--- src/hw/rtl/sdtq_pkg.sv ---
// ----------------------------------------------------------------------------
// Sorted delay timer queue package
// Request codes, status codes, entry and result types shared by the block.
// ----------------------------------------------------------------------------
package sdtq_pkg;

  localparam int TICK_W  = 64;
  localparam int DELAY_W = 32;
  localparam int ID_W    = 8;
  localparam int PRIO_W  = 8;

  localparam logic [1:0] MODE_INSERT = 2'd0;
  localparam logic [1:0] MODE_REMOVE = 2'd1;
  localparam logic [1:0] MODE_TICK   = 2'd2;

  localparam logic [1:0] STATUS_OK   = 2'd0;
  localparam logic [1:0] STATUS_MISS = 2'd1;
  localparam logic [1:0] STATUS_FULL = 2'd2;

  localparam int WAKE_W = 5;
  localparam logic [WAKE_W-1:0] MAX_WAKE = 5'd16;

  typedef struct packed {
    logic [TICK_W-1:0] deadline;
    logic [PRIO_W-1:0] prio;
    logic [ID_W-1:0]   task_id;
  } entry_t;

  typedef struct packed {
    logic            valid;
    logic [ID_W-1:0] task_id;
    logic            woken;
    logic [1:0]      status;
    logic            last;
  } result_t;

  typedef enum logic [2:0] {
    ST_IDLE,
    ST_INS,
    ST_INS_HEAD,
    ST_REM,
    ST_TICK_RD,
    ST_TICK_CMP,
    ST_TICK_FLUSH
  } state_t;

endpackage

--- src/hw/rtl/sorted_delay_timer_queue.sv ---
// ----------------------------------------------------------------------------
// Sorted delay timer queue
// Usage:
// A request is taken when start is high and busy is low. Mode insert adds a
// task that wakes at tick_count + delay_ticks, mode remove deletes a task by
// id, and mode tick advances the 64-bit tick counter and wakes expired tasks.
// Each result sits on the result ports for one cycle, marked by valid, with
// last set on the final result of its request; the receiver cannot stall.
// Results are registered and appear the cycle after the controller makes them.
// Rejected requests, inserts into an empty queue and removes from an empty
// queue answer the cycle after acceptance without raising busy. An insert
// walks from the tail toward the head, shifting each later entry up, and
// writes the new task where it lands; remove always walks every entry,
// since the table walk moves one entry per cycle through the single read port.
// A tick pops expired heads in order, waking at most 16 tasks per tick.
// Back-to-back results of one tick come out on consecutive cycles.
// Reset clears the tick counter and empties the queue.
// ----------------------------------------------------------------------------
module sorted_delay_timer_queue #(
  parameter int QUEUE_DEPTH = 16
) (
  input  logic                          clk,
  input  logic                          rst,
  input  logic                          start,
  output logic                          busy,
  input  logic [1:0]                    mode,
  input  logic [sdtq_pkg::ID_W-1:0]     task_id,
  input  logic [sdtq_pkg::PRIO_W-1:0]   task_priority,
  input  logic [sdtq_pkg::DELAY_W-1:0]  delay_ticks,
  output logic                          valid,
  output logic [sdtq_pkg::ID_W-1:0]     result_task,
  output logic                          woken,
  output logic [1:0]                    status,
  output logic                          last,
  output logic [sdtq_pkg::TICK_W-1:0]   now_ticks
);

  localparam int PTR_W = (QUEUE_DEPTH > 1) ? $clog2(QUEUE_DEPTH) : 1;
  localparam int CNT_W = $clog2(QUEUE_DEPTH + 1);

  logic [sdtq_pkg::TICK_W-1:0] tick_count;
  logic                        tick_inc;
  sdtq_pkg::result_t           res;
  logic                        mem_we;
  logic [PTR_W-1:0]            mem_waddr;
  logic [PTR_W-1:0]            mem_raddr;
  sdtq_pkg::entry_t            mem_wdata;
  sdtq_pkg::entry_t            mem_rdata;

  sdtq_ctrl #(
    .QUEUE_DEPTH (QUEUE_DEPTH),
    .PTR_W       (PTR_W),
    .CNT_W       (CNT_W)
  ) u_ctrl (
    .clk           (clk),
    .rst           (rst),
    .start         (start),
    .mode          (mode),
    .task_id       (task_id),
    .task_priority (task_priority),
    .delay_ticks   (delay_ticks),
    .tick_count    (tick_count),
    .busy          (busy),
    .tick_inc      (tick_inc),
    .res           (res),
    .mem_we        (mem_we),
    .mem_waddr     (mem_waddr),
    .mem_wdata     (mem_wdata),
    .mem_raddr     (mem_raddr),
    .mem_rdata     (mem_rdata)
  );

  sdtq_ram #(
    .DEPTH (QUEUE_DEPTH),
    .AW    (PTR_W)
  ) u_ram (
    .clk   (clk),
    .we    (mem_we),
    .waddr (mem_waddr),
    .wdata (mem_wdata),
    .raddr (mem_raddr),
    .rdata (mem_rdata)
  );

  always_ff @(posedge clk) begin
    if (rst) begin
      tick_count <= '0;
      valid      <= 1'b0;
    end else begin
      if (tick_inc) begin
        tick_count <= tick_count + 1'b1;
      end
      valid <= res.valid;
    end
  end

  always_ff @(posedge clk) begin
    if (res.valid) begin
      result_task <= res.task_id;
      woken       <= res.woken;
      status      <= res.status;
      last        <= res.last;
      now_ticks   <= tick_count;
    end
  end

endmodule

--- src/hw/rtl/sdtq_ram.sv ---
// ----------------------------------------------------------------------------
// Sorted delay timer queue entry memory
// One write port and one read port with registered read data.
// ----------------------------------------------------------------------------
module sdtq_ram #(
  parameter int DEPTH = 16,
  parameter int AW    = 4
) (
  input  logic             clk,
  input  logic             we,
  input  logic [AW-1:0]    waddr,
  input  sdtq_pkg::entry_t wdata,
  input  logic [AW-1:0]    raddr,
  output sdtq_pkg::entry_t rdata
);

  sdtq_pkg::entry_t mem [DEPTH];

  always_ff @(posedge clk) begin
    if (we) begin
      mem[waddr] <= wdata;
    end
    rdata <= mem[raddr];
  end

endmodule

--- src/hw/rtl/sdtq_ctrl.sv ---
// ----------------------------------------------------------------------------
// Sorted delay timer queue controller
// Walks the circular entry table one entry per cycle to insert, remove and
// pop expired heads.
// ----------------------------------------------------------------------------
module sdtq_ctrl #(
  parameter int QUEUE_DEPTH = 16,
  parameter int PTR_W       = 4,
  parameter int CNT_W       = 5
) (
  input  logic                          clk,
  input  logic                          rst,
  input  logic                          start,
  input  logic [1:0]                    mode,
  input  logic [sdtq_pkg::ID_W-1:0]     task_id,
  input  logic [sdtq_pkg::PRIO_W-1:0]   task_priority,
  input  logic [sdtq_pkg::DELAY_W-1:0]  delay_ticks,
  input  logic [sdtq_pkg::TICK_W-1:0]   tick_count,
  output logic                          busy,
  output logic                          tick_inc,
  output sdtq_pkg::result_t             res,
  output logic                          mem_we,
  output logic [PTR_W-1:0]              mem_waddr,
  output sdtq_pkg::entry_t              mem_wdata,
  output logic [PTR_W-1:0]              mem_raddr,
  input  sdtq_pkg::entry_t              mem_rdata
);

  localparam logic [PTR_W:0]   DEPTH_P   = (PTR_W + 1)'(QUEUE_DEPTH);
  localparam logic [PTR_W-1:0] LAST_PTR  = PTR_W'(QUEUE_DEPTH - 1);
  localparam logic [CNT_W-1:0] FULL_CNT  = CNT_W'(QUEUE_DEPTH);
  localparam logic [CNT_W-1:0] ONE_CNT   = CNT_W'(1);

  sdtq_pkg::state_t state, state_next;

  logic [PTR_W-1:0]  head, head_next;
  logic [CNT_W-1:0]  count, count_next;
  logic [PTR_W-1:0]  walk, walk_next;
  logic              walk_valid, walk_valid_next;
  logic              pend, pend_next;
  logic [PTR_W-1:0]  pend_idx, pend_idx_next;
  logic              found, found_next;
  logic [sdtq_pkg::WAKE_W-1:0] wake_n, wake_n_next;
  logic              held_valid, held_valid_next;
  logic [sdtq_pkg::ID_W-1:0] held_task, held_task_next;
  sdtq_pkg::entry_t  new_entry, new_entry_next;

  logic              accept;
  logic              goes_before;
  logic              expired;
  logic              id_match;
  logic [PTR_W-1:0]  last_idx;
  logic [sdtq_pkg::TICK_W-1:0] deadline_calc;

  function automatic logic [PTR_W-1:0] phys(input logic [PTR_W-1:0] base,
                                           input logic [PTR_W-1:0] idx);
    logic [PTR_W:0] sum;
    sum = {1'b0, base} + {1'b0, idx};
    if (sum >= DEPTH_P) begin
      sum = sum - DEPTH_P;
    end
    return sum[PTR_W-1:0];
  endfunction

  assign accept        = start && (state == sdtq_pkg::ST_IDLE);
  assign busy          = (state != sdtq_pkg::ST_IDLE);
  assign last_idx      = PTR_W'(count - ONE_CNT);
  assign deadline_calc = tick_count + {{(sdtq_pkg::TICK_W - sdtq_pkg::DELAY_W){1'b0}},
                                       delay_ticks};
  assign goes_before   = (mem_rdata.deadline < new_entry.deadline) ||
                         ((mem_rdata.deadline == new_entry.deadline) &&
                          (mem_rdata.prio >= new_entry.prio));
  assign expired       = (mem_rdata.deadline <= tick_count);
  assign id_match      = (mem_rdata.task_id == new_entry.task_id);

  always_ff @(posedge clk) begin
    if (rst) begin
      state      <= sdtq_pkg::ST_IDLE;
      head       <= '0;
      count      <= '0;
      walk_valid <= 1'b0;
      pend       <= 1'b0;
      found      <= 1'b0;
      wake_n     <= '0;
      held_valid <= 1'b0;
    end else begin
      state      <= state_next;
      head       <= head_next;
      count      <= count_next;
      walk_valid <= walk_valid_next;
      pend       <= pend_next;
      found      <= found_next;
      wake_n     <= wake_n_next;
      held_valid <= held_valid_next;
    end
  end

  always_ff @(posedge clk) begin
    walk      <= walk_next;
    pend_idx  <= pend_idx_next;
    held_task <= held_task_next;
    new_entry <= new_entry_next;
  end

  always_comb begin
    state_next      = state;
    head_next       = head;
    count_next      = count;
    walk_next       = walk;
    walk_valid_next = walk_valid;
    pend_next       = pend;
    pend_idx_next   = pend_idx;
    found_next      = found;
    wake_n_next     = wake_n;
    held_valid_next = held_valid;
    held_task_next  = held_task;
    new_entry_next  = new_entry;
    tick_inc        = 1'b0;
    mem_we          = 1'b0;
    mem_waddr       = phys(head, '0);
    mem_wdata       = new_entry;
    mem_raddr       = phys(head, walk);
    res             = '0;

    case (state)
      sdtq_pkg::ST_IDLE: begin
        if (accept) begin
          new_entry_next.deadline = deadline_calc;
          new_entry_next.prio     = task_priority;
          new_entry_next.task_id  = task_id;
          res.task_id             = task_id;
          res.last                = 1'b1;
          case (mode)
            sdtq_pkg::MODE_INSERT: begin
              if (count == FULL_CNT) begin
                res.valid  = 1'b1;
                res.status = sdtq_pkg::STATUS_FULL;
              end else if (count == '0) begin
                mem_we               = 1'b1;
                mem_wdata.deadline   = deadline_calc;
                mem_wdata.prio       = task_priority;
                mem_wdata.task_id    = task_id;
                count_next           = ONE_CNT;
                res.valid            = 1'b1;
                res.status           = sdtq_pkg::STATUS_OK;
              end else begin
                walk_next       = last_idx;
                walk_valid_next = 1'b1;
                pend_next       = 1'b0;
                state_next      = sdtq_pkg::ST_INS;
              end
            end
            sdtq_pkg::MODE_REMOVE: begin
              if (count == '0) begin
                res.valid  = 1'b1;
                res.status = sdtq_pkg::STATUS_MISS;
              end else begin
                walk_next       = '0;
                walk_valid_next = 1'b1;
                pend_next       = 1'b0;
                found_next      = 1'b0;
                state_next      = sdtq_pkg::ST_REM;
              end
            end
            sdtq_pkg::MODE_TICK: begin
              tick_inc        = 1'b1;
              wake_n_next     = '0;
              held_valid_next = 1'b0;
              state_next      = sdtq_pkg::ST_TICK_RD;
            end
            default: begin
              res.valid  = 1'b1;
              res.status = sdtq_pkg::STATUS_MISS;
            end
          endcase
        end
      end

      sdtq_pkg::ST_INS: begin
        pend_next       = walk_valid;
        pend_idx_next   = walk;
        walk_valid_next = walk_valid && (walk != '0);
        walk_next       = walk - 1'b1;
        if (pend) begin
          mem_we    = 1'b1;
          mem_waddr = phys(head, pend_idx + 1'b1);
          if (goes_before) begin
            mem_wdata   = new_entry;
            count_next  = count + ONE_CNT;
            res.valid   = 1'b1;
            res.task_id = new_entry.task_id;
            res.status  = sdtq_pkg::STATUS_OK;
            res.last    = 1'b1;
            state_next  = sdtq_pkg::ST_IDLE;
          end else begin
            mem_wdata = mem_rdata;
            if (pend_idx == '0) begin
              state_next = sdtq_pkg::ST_INS_HEAD;
            end
          end
        end
      end

      sdtq_pkg::ST_INS_HEAD: begin
        mem_we      = 1'b1;
        mem_waddr   = head;
        mem_wdata   = new_entry;
        count_next  = count + ONE_CNT;
        res.valid   = 1'b1;
        res.task_id = new_entry.task_id;
        res.status  = sdtq_pkg::STATUS_OK;
        res.last    = 1'b1;
        state_next  = sdtq_pkg::ST_IDLE;
      end

      sdtq_pkg::ST_REM: begin
        pend_next       = walk_valid;
        pend_idx_next   = walk;
        walk_valid_next = walk_valid && (walk != last_idx);
        walk_next       = walk + 1'b1;
        if (pend) begin
          found_next = found || id_match;
          if (found) begin
            mem_we    = 1'b1;
            mem_waddr = phys(head, pend_idx - 1'b1);
            mem_wdata = mem_rdata;
          end
          if (pend_idx == last_idx) begin
            res.valid   = 1'b1;
            res.task_id = new_entry.task_id;
            res.last    = 1'b1;
            if (found || id_match) begin
              count_next = count - ONE_CNT;
              res.status = sdtq_pkg::STATUS_OK;
            end else begin
              res.status = sdtq_pkg::STATUS_MISS;
            end
            state_next = sdtq_pkg::ST_IDLE;
          end
        end
      end

      sdtq_pkg::ST_TICK_RD: begin
        mem_raddr = head;
        if (count == '0) begin
          res.valid  = 1'b1;
          res.status = sdtq_pkg::STATUS_OK;
          res.last   = 1'b1;
          state_next = sdtq_pkg::ST_IDLE;
        end else begin
          state_next = sdtq_pkg::ST_TICK_CMP;
        end
      end

      sdtq_pkg::ST_TICK_CMP: begin
        mem_raddr = phys(head, PTR_W'(1));
        if (expired) begin
          head_next       = (head == LAST_PTR) ? '0 : head + 1'b1;
          count_next      = count - ONE_CNT;
          wake_n_next     = wake_n + 1'b1;
          held_valid_next = 1'b1;
          held_task_next  = mem_rdata.task_id;
          if (held_valid) begin
            res.valid   = 1'b1;
            res.task_id = held_task;
            res.woken   = 1'b1;
            res.status  = sdtq_pkg::STATUS_OK;
          end
          if ((count == ONE_CNT) || (wake_n == sdtq_pkg::MAX_WAKE - 1'b1)) begin
            state_next = sdtq_pkg::ST_TICK_FLUSH;
          end
        end else begin
          res.valid   = 1'b1;
          res.task_id = held_valid ? held_task : '0;
          res.woken   = held_valid;
          res.status  = sdtq_pkg::STATUS_OK;
          res.last    = 1'b1;
          state_next  = sdtq_pkg::ST_IDLE;
        end
      end

      sdtq_pkg::ST_TICK_FLUSH: begin
        res.valid   = 1'b1;
        res.task_id = held_task;
        res.woken   = 1'b1;
        res.status  = sdtq_pkg::STATUS_OK;
        res.last    = 1'b1;
        state_next  = sdtq_pkg::ST_IDLE;
      end

      default: begin
        state_next = sdtq_pkg::ST_IDLE;
      end
    endcase
  end

endmodule

--- config.mk ---
export PLATFORM = sky130hd
export DESIGN_NAME = sorted_delay_timer_queue
export DESIGN_NICKNAME = d
export VERILOG_FILES = /design/src/hw/rtl/sdtq_pkg.sv /design/src/hw/rtl/sorted_delay_timer_queue.sv /design/src/hw/rtl/sdtq_ram.sv /design/src/hw/rtl/sdtq_ctrl.sv
export SDC_FILE = /design/constraint.sdc
export NUM_CORES = 2
export LEC_CHECK = 0
export BUFFER_PORTS_ARGS = -buffer_cell sky130_fd_sc_hd__buf_2
export CORE_ASPECT_RATIO = 1.2
export CORE_MARGIN = 1
export CORE_UTILIZATION = 35
export DETAILED_ROUTE_END_ITERATION = 10
export GPL_TIMING_DRIVEN = 0
export MAX_ROUTING_LAYER = met4
export PLACE_DENSITY = 0.56
export SETUP_SLACK_MARGIN = 0.05
export SLEW_MARGIN = 25
export SYNTH_ARGS = -nofsm -noshare
export SYNTH_HDL_FRONTEND = slang
export SYNTH_HIERARCHICAL = 1
export SYNTH_SLANG_ARGS = --single-unit
--- constraint.sdc ---
create_clock -name clk -period 16.27 [get_ports clk]
set_clock_uncertainty 0.1 [all_clocks]
set_input_delay 1.627 -clock clk [delete_from_list [all_inputs] [get_ports clk]]
set_output_delay 1.627 -clock clk [all_outputs]
set_load 0.02 [all_outputs]
==> impl_results.md <==
- Cells after synthesis: around 4200
- Synth top area share: 63.7%
- Netlist cell types: 89
- CTS sink count: ~1600
- Slew HR: 23.2%
- Worst setup path class: reg2reg
- Via Count: 41000
- Asr flop ratio synth: 0%
- Synth area leader: edfxtp_1
- Initial antenna violation count: 19
- RR Startpoint: u_ctrl/state[1]$_SDFFE_PP0P_
- Die width: between 400 and 500 µm
- Worst-case clock buffer depth: 3
- Final Power: between 10 and 15 mW
- Worst r2r path cells: 18
- Worst slew pin tran: 1150 ps
- Hold Slack: 362 ps
- Pleak: 27.0 nW
- Post-DP HPWL: 147 mm
- Post-CTS setup buffers: 0
- Worst Hold Path Cells: 1
- RSZ-0062 raised after global routing: false
- First drt pass iteration count: 7
- TritonCTS buffer count: 162
- First-pass GRT wire length: 295 mm
- Max Cap Viol: 0
- FF+latch count, synth: roughly 1600
- Mapped cell area: roughly 68000 µm²
- Clock Pin Slew Worst Setup and Hold Paths: 60 ps
- WHS Endpoint: u_ctrl/wake_n[4]$_SDFFE_PP0P_
- Critical Path AT: 6480 ps
- Critical register-to-register path endpoint: u_ram/mem[8][63]$_DFFE_PP_
- Number of remaining DRC errors: 0
- Post_cts resized: 0
- CP Launch Type: flip-flop
- Most used DFF post-synth: edfxtp_1
- GP Congestion: 0.926
- R2R setup slack: 10200 ps
- CTS tree: built
- Antenna-violating nets left: 0
- Largest net degree at the start of global routing: 37
- GRT Util Overall: 21.5%
- Die Height: 486 µm
- IO buf count: 130
- Yosys warns: 6
- # hold bufs at CTS: 0
- Post-layout util: 41.4%
- Initial DRC count: 4262
- Ports: 131
- Core area: 194000 µm²
- Syn Nets: 4429
- Outcome: finished, final reports clean
- Min Tclk post-route: 6070 ps
- CP max FO: 10
- Hold wc startpoint: u_ctrl/wake_n[4]$_SDFFE_PP0P_
- Post-synth EDFFs: roughly 1500
- Number of global-route vias before repair: 40400
- H-tree Lvls: 4
- Start point of the critical path: u_ctrl/state[1]$_SDFFE_PP0P_
- Peak Freq: 0.165 GHz
- Area growth, synth to finish: 17.2%
- Detailed-route vias per instance: about 5.6
- Final worst-path setup slack: roughly 10000 ps
- Die area: about 200000 µm²
- Seq/Total Area, Yosys: 68.5%
- GR Overflow Total: 0
- Crit end category: flip-flop
- Syn_area_per_cell: roughly 16 µm²
- Routed WL per cell: 28.1 µm
- Min-delay worst type: reg2reg
- Worst path required time: 16680 ps
- Dpl ws: 10050 ps
- Final Non-Filler Cells: 7363
- Initial Util: a little over a third
- Row cnt: between 150 and 200
- PwrDens: 175 nW/µm²
- Top post-synthesis cells by area: edfxtp_1 64%, mux4_2 11%, dfxtp_1 4.9%
- Nets: 4872
- VDD IR-drop max: 0.0000964 V
- Tcrit/Tclk final: 37.3%
- Final Hold Viols: 0
- Max-slew violation count: 0
- Clk Latency, worst-skew pair: 820 ps
- Root buffer cell: clkbuf_16
- Share of cells above drive strength 1: between 20% and 30%
- Post-Place Cells: 7051
- Final WL: ~210 mm
- # setup viols final: 0
sequential cells by signal, indices dropped and copies added, names as in the netlist, 2 cells and up:
name,count
now_ticks,64
result_task,8
status,2
tick_count,64
u_ctrl/count,5
u_ctrl/head,4
u_ctrl/held_task,8
u_ctrl/new_entry,80
u_ctrl/pend_idx,4
u_ctrl/state,3
u_ctrl/wake_n,5
u_ctrl/walk,4
u_ram/mem,1280
u_ram/rdata,80
worst max path at each step:
| stage | endpoint | slack, ps | cells past startpoint |
|---|---|---|---|
| 3_3_place_gp | u_ram/mem[0][33]$_DFFE_PP_ | -1700 | 9 |
| 4_1_cts | u_ram/mem[0][34]$_DFFE_PP_ | 10300 | 17 |
| 5_1_grt | u_ram/mem[8][64]$_DFFE_PP_ | 9960 | 18 |
| 2_1_floorplan | u_ram/mem[0][0]$_DFFE_PP_ | 6950 | 8 |
| 6_report | u_ram/mem[8][63]$_DFFE_PP_ | 10200 | 18 |
| 3_5_place_dp | u_ram/mem[2][43]$_DFFE_PP_ | 10050 | 10 |
cells in the final DEF (no fill, tap or decap), types with 130 or more instances in the layout:
cell type and count:
edfxtp_1 1452, mux4_2 320, nand2_1 256, a22oi_1 202
ha_1 193, inv_1 182, a21oi_1 182, buf_2 173
dfxtp_1 166, clkbuf_16 164, clkbuf_1 141, nor2_1 130
cell families after synthesis:
family	after synthesis	synth area share, %
AO/OA/AOI/OAI	755	7.47
multiplexers	338	10.8
AND/OR/NAND/NOR	764	5.52
flip-flops	1618	68.5
buffers and inverters	374	2.32
adder cells (fa/ha/maj)	198	3.67
XOR/XNOR	131	1.68
worst max-delay path, cell delays in order, from the launching register on:
cell and delay, ps:
dfxtp_1 300, clkbuf_1 320, nor2b_1 440, and2_1 190
clkbuf_1 270, inv_1 340, nor2_1 390, clkbuf_1 610
a21oi_1 210, nand2_1 130, o221ai_1 180, nand3b_1 420
nor3_2 510, buf_4 310, buf_4 210, buf_4 210
buf_4 190, buf_4 200, buf_4 200
area by class of cell:
| cell class | instances | area, µm² |
|---|---|---|
| antenna | 7 | 17.5 |
| buffer | 191 | 913 |
| clock buffer | 229 | 4550 |
| clock inverter | 75 | 767 |
| fill | 17600 | 114000 |
| inverter | 183 | 687 |
| multi-input combinational | 2186 | 20200 |
| sequential | 1618 | 46900 |
| tap | 2595 | 3250 |
| timing repair buffer | 279 | 3000 |
report_power, final:
part	internal, mW	switching, mW
logic	1.61	2.98
clock network	2.11	1.62
registers	5.51	0.236
total	9.23	4.84
synthesized netlist by cell type (23+ instances only):
cell / count
and3_1: 23
nand2_1: 256
or3_1: 28
a22o_1: 24
ha_1: 193
nand4_1: 77
o21ai_0: 106
a22oi_1: 202
buf_1: 31
clkbuf_1: 101
mux4_2: 320
dfxtp_1: 166
nor2b_1: 25
a21oi_1: 189
xor2_1: 40
nor2_1: 143
a21o_1: 61
inv_1: 182
buf_2: 36
xnor2_1: 91
nor3_1: 50
nand3_1: 69
edfxtp_1: 1452
per-layer routing:
layer | up-vias | wire length [µm] | GRT usage (%)
met5 | - | 0 | -
met4 | 0 | 5700 | 6.03
met2 | 1674 | 95000 | 32.5
met3 | 296 | 16800 | 4.63
li1 | 17600 | - | -
met1 | 21500 | 89500 | 29.2
through the flow:
step           area (µm²)  TNS [ps]
5_1_grt             80300         0
3_3_place_gp        72400   -326000
2_1_floorplan       68500         0
6_report            80300         0
4_1_cts             80200         0
3_5_place_dp        74900         0
Note: power is estimated with default switching activity, not from simulation.
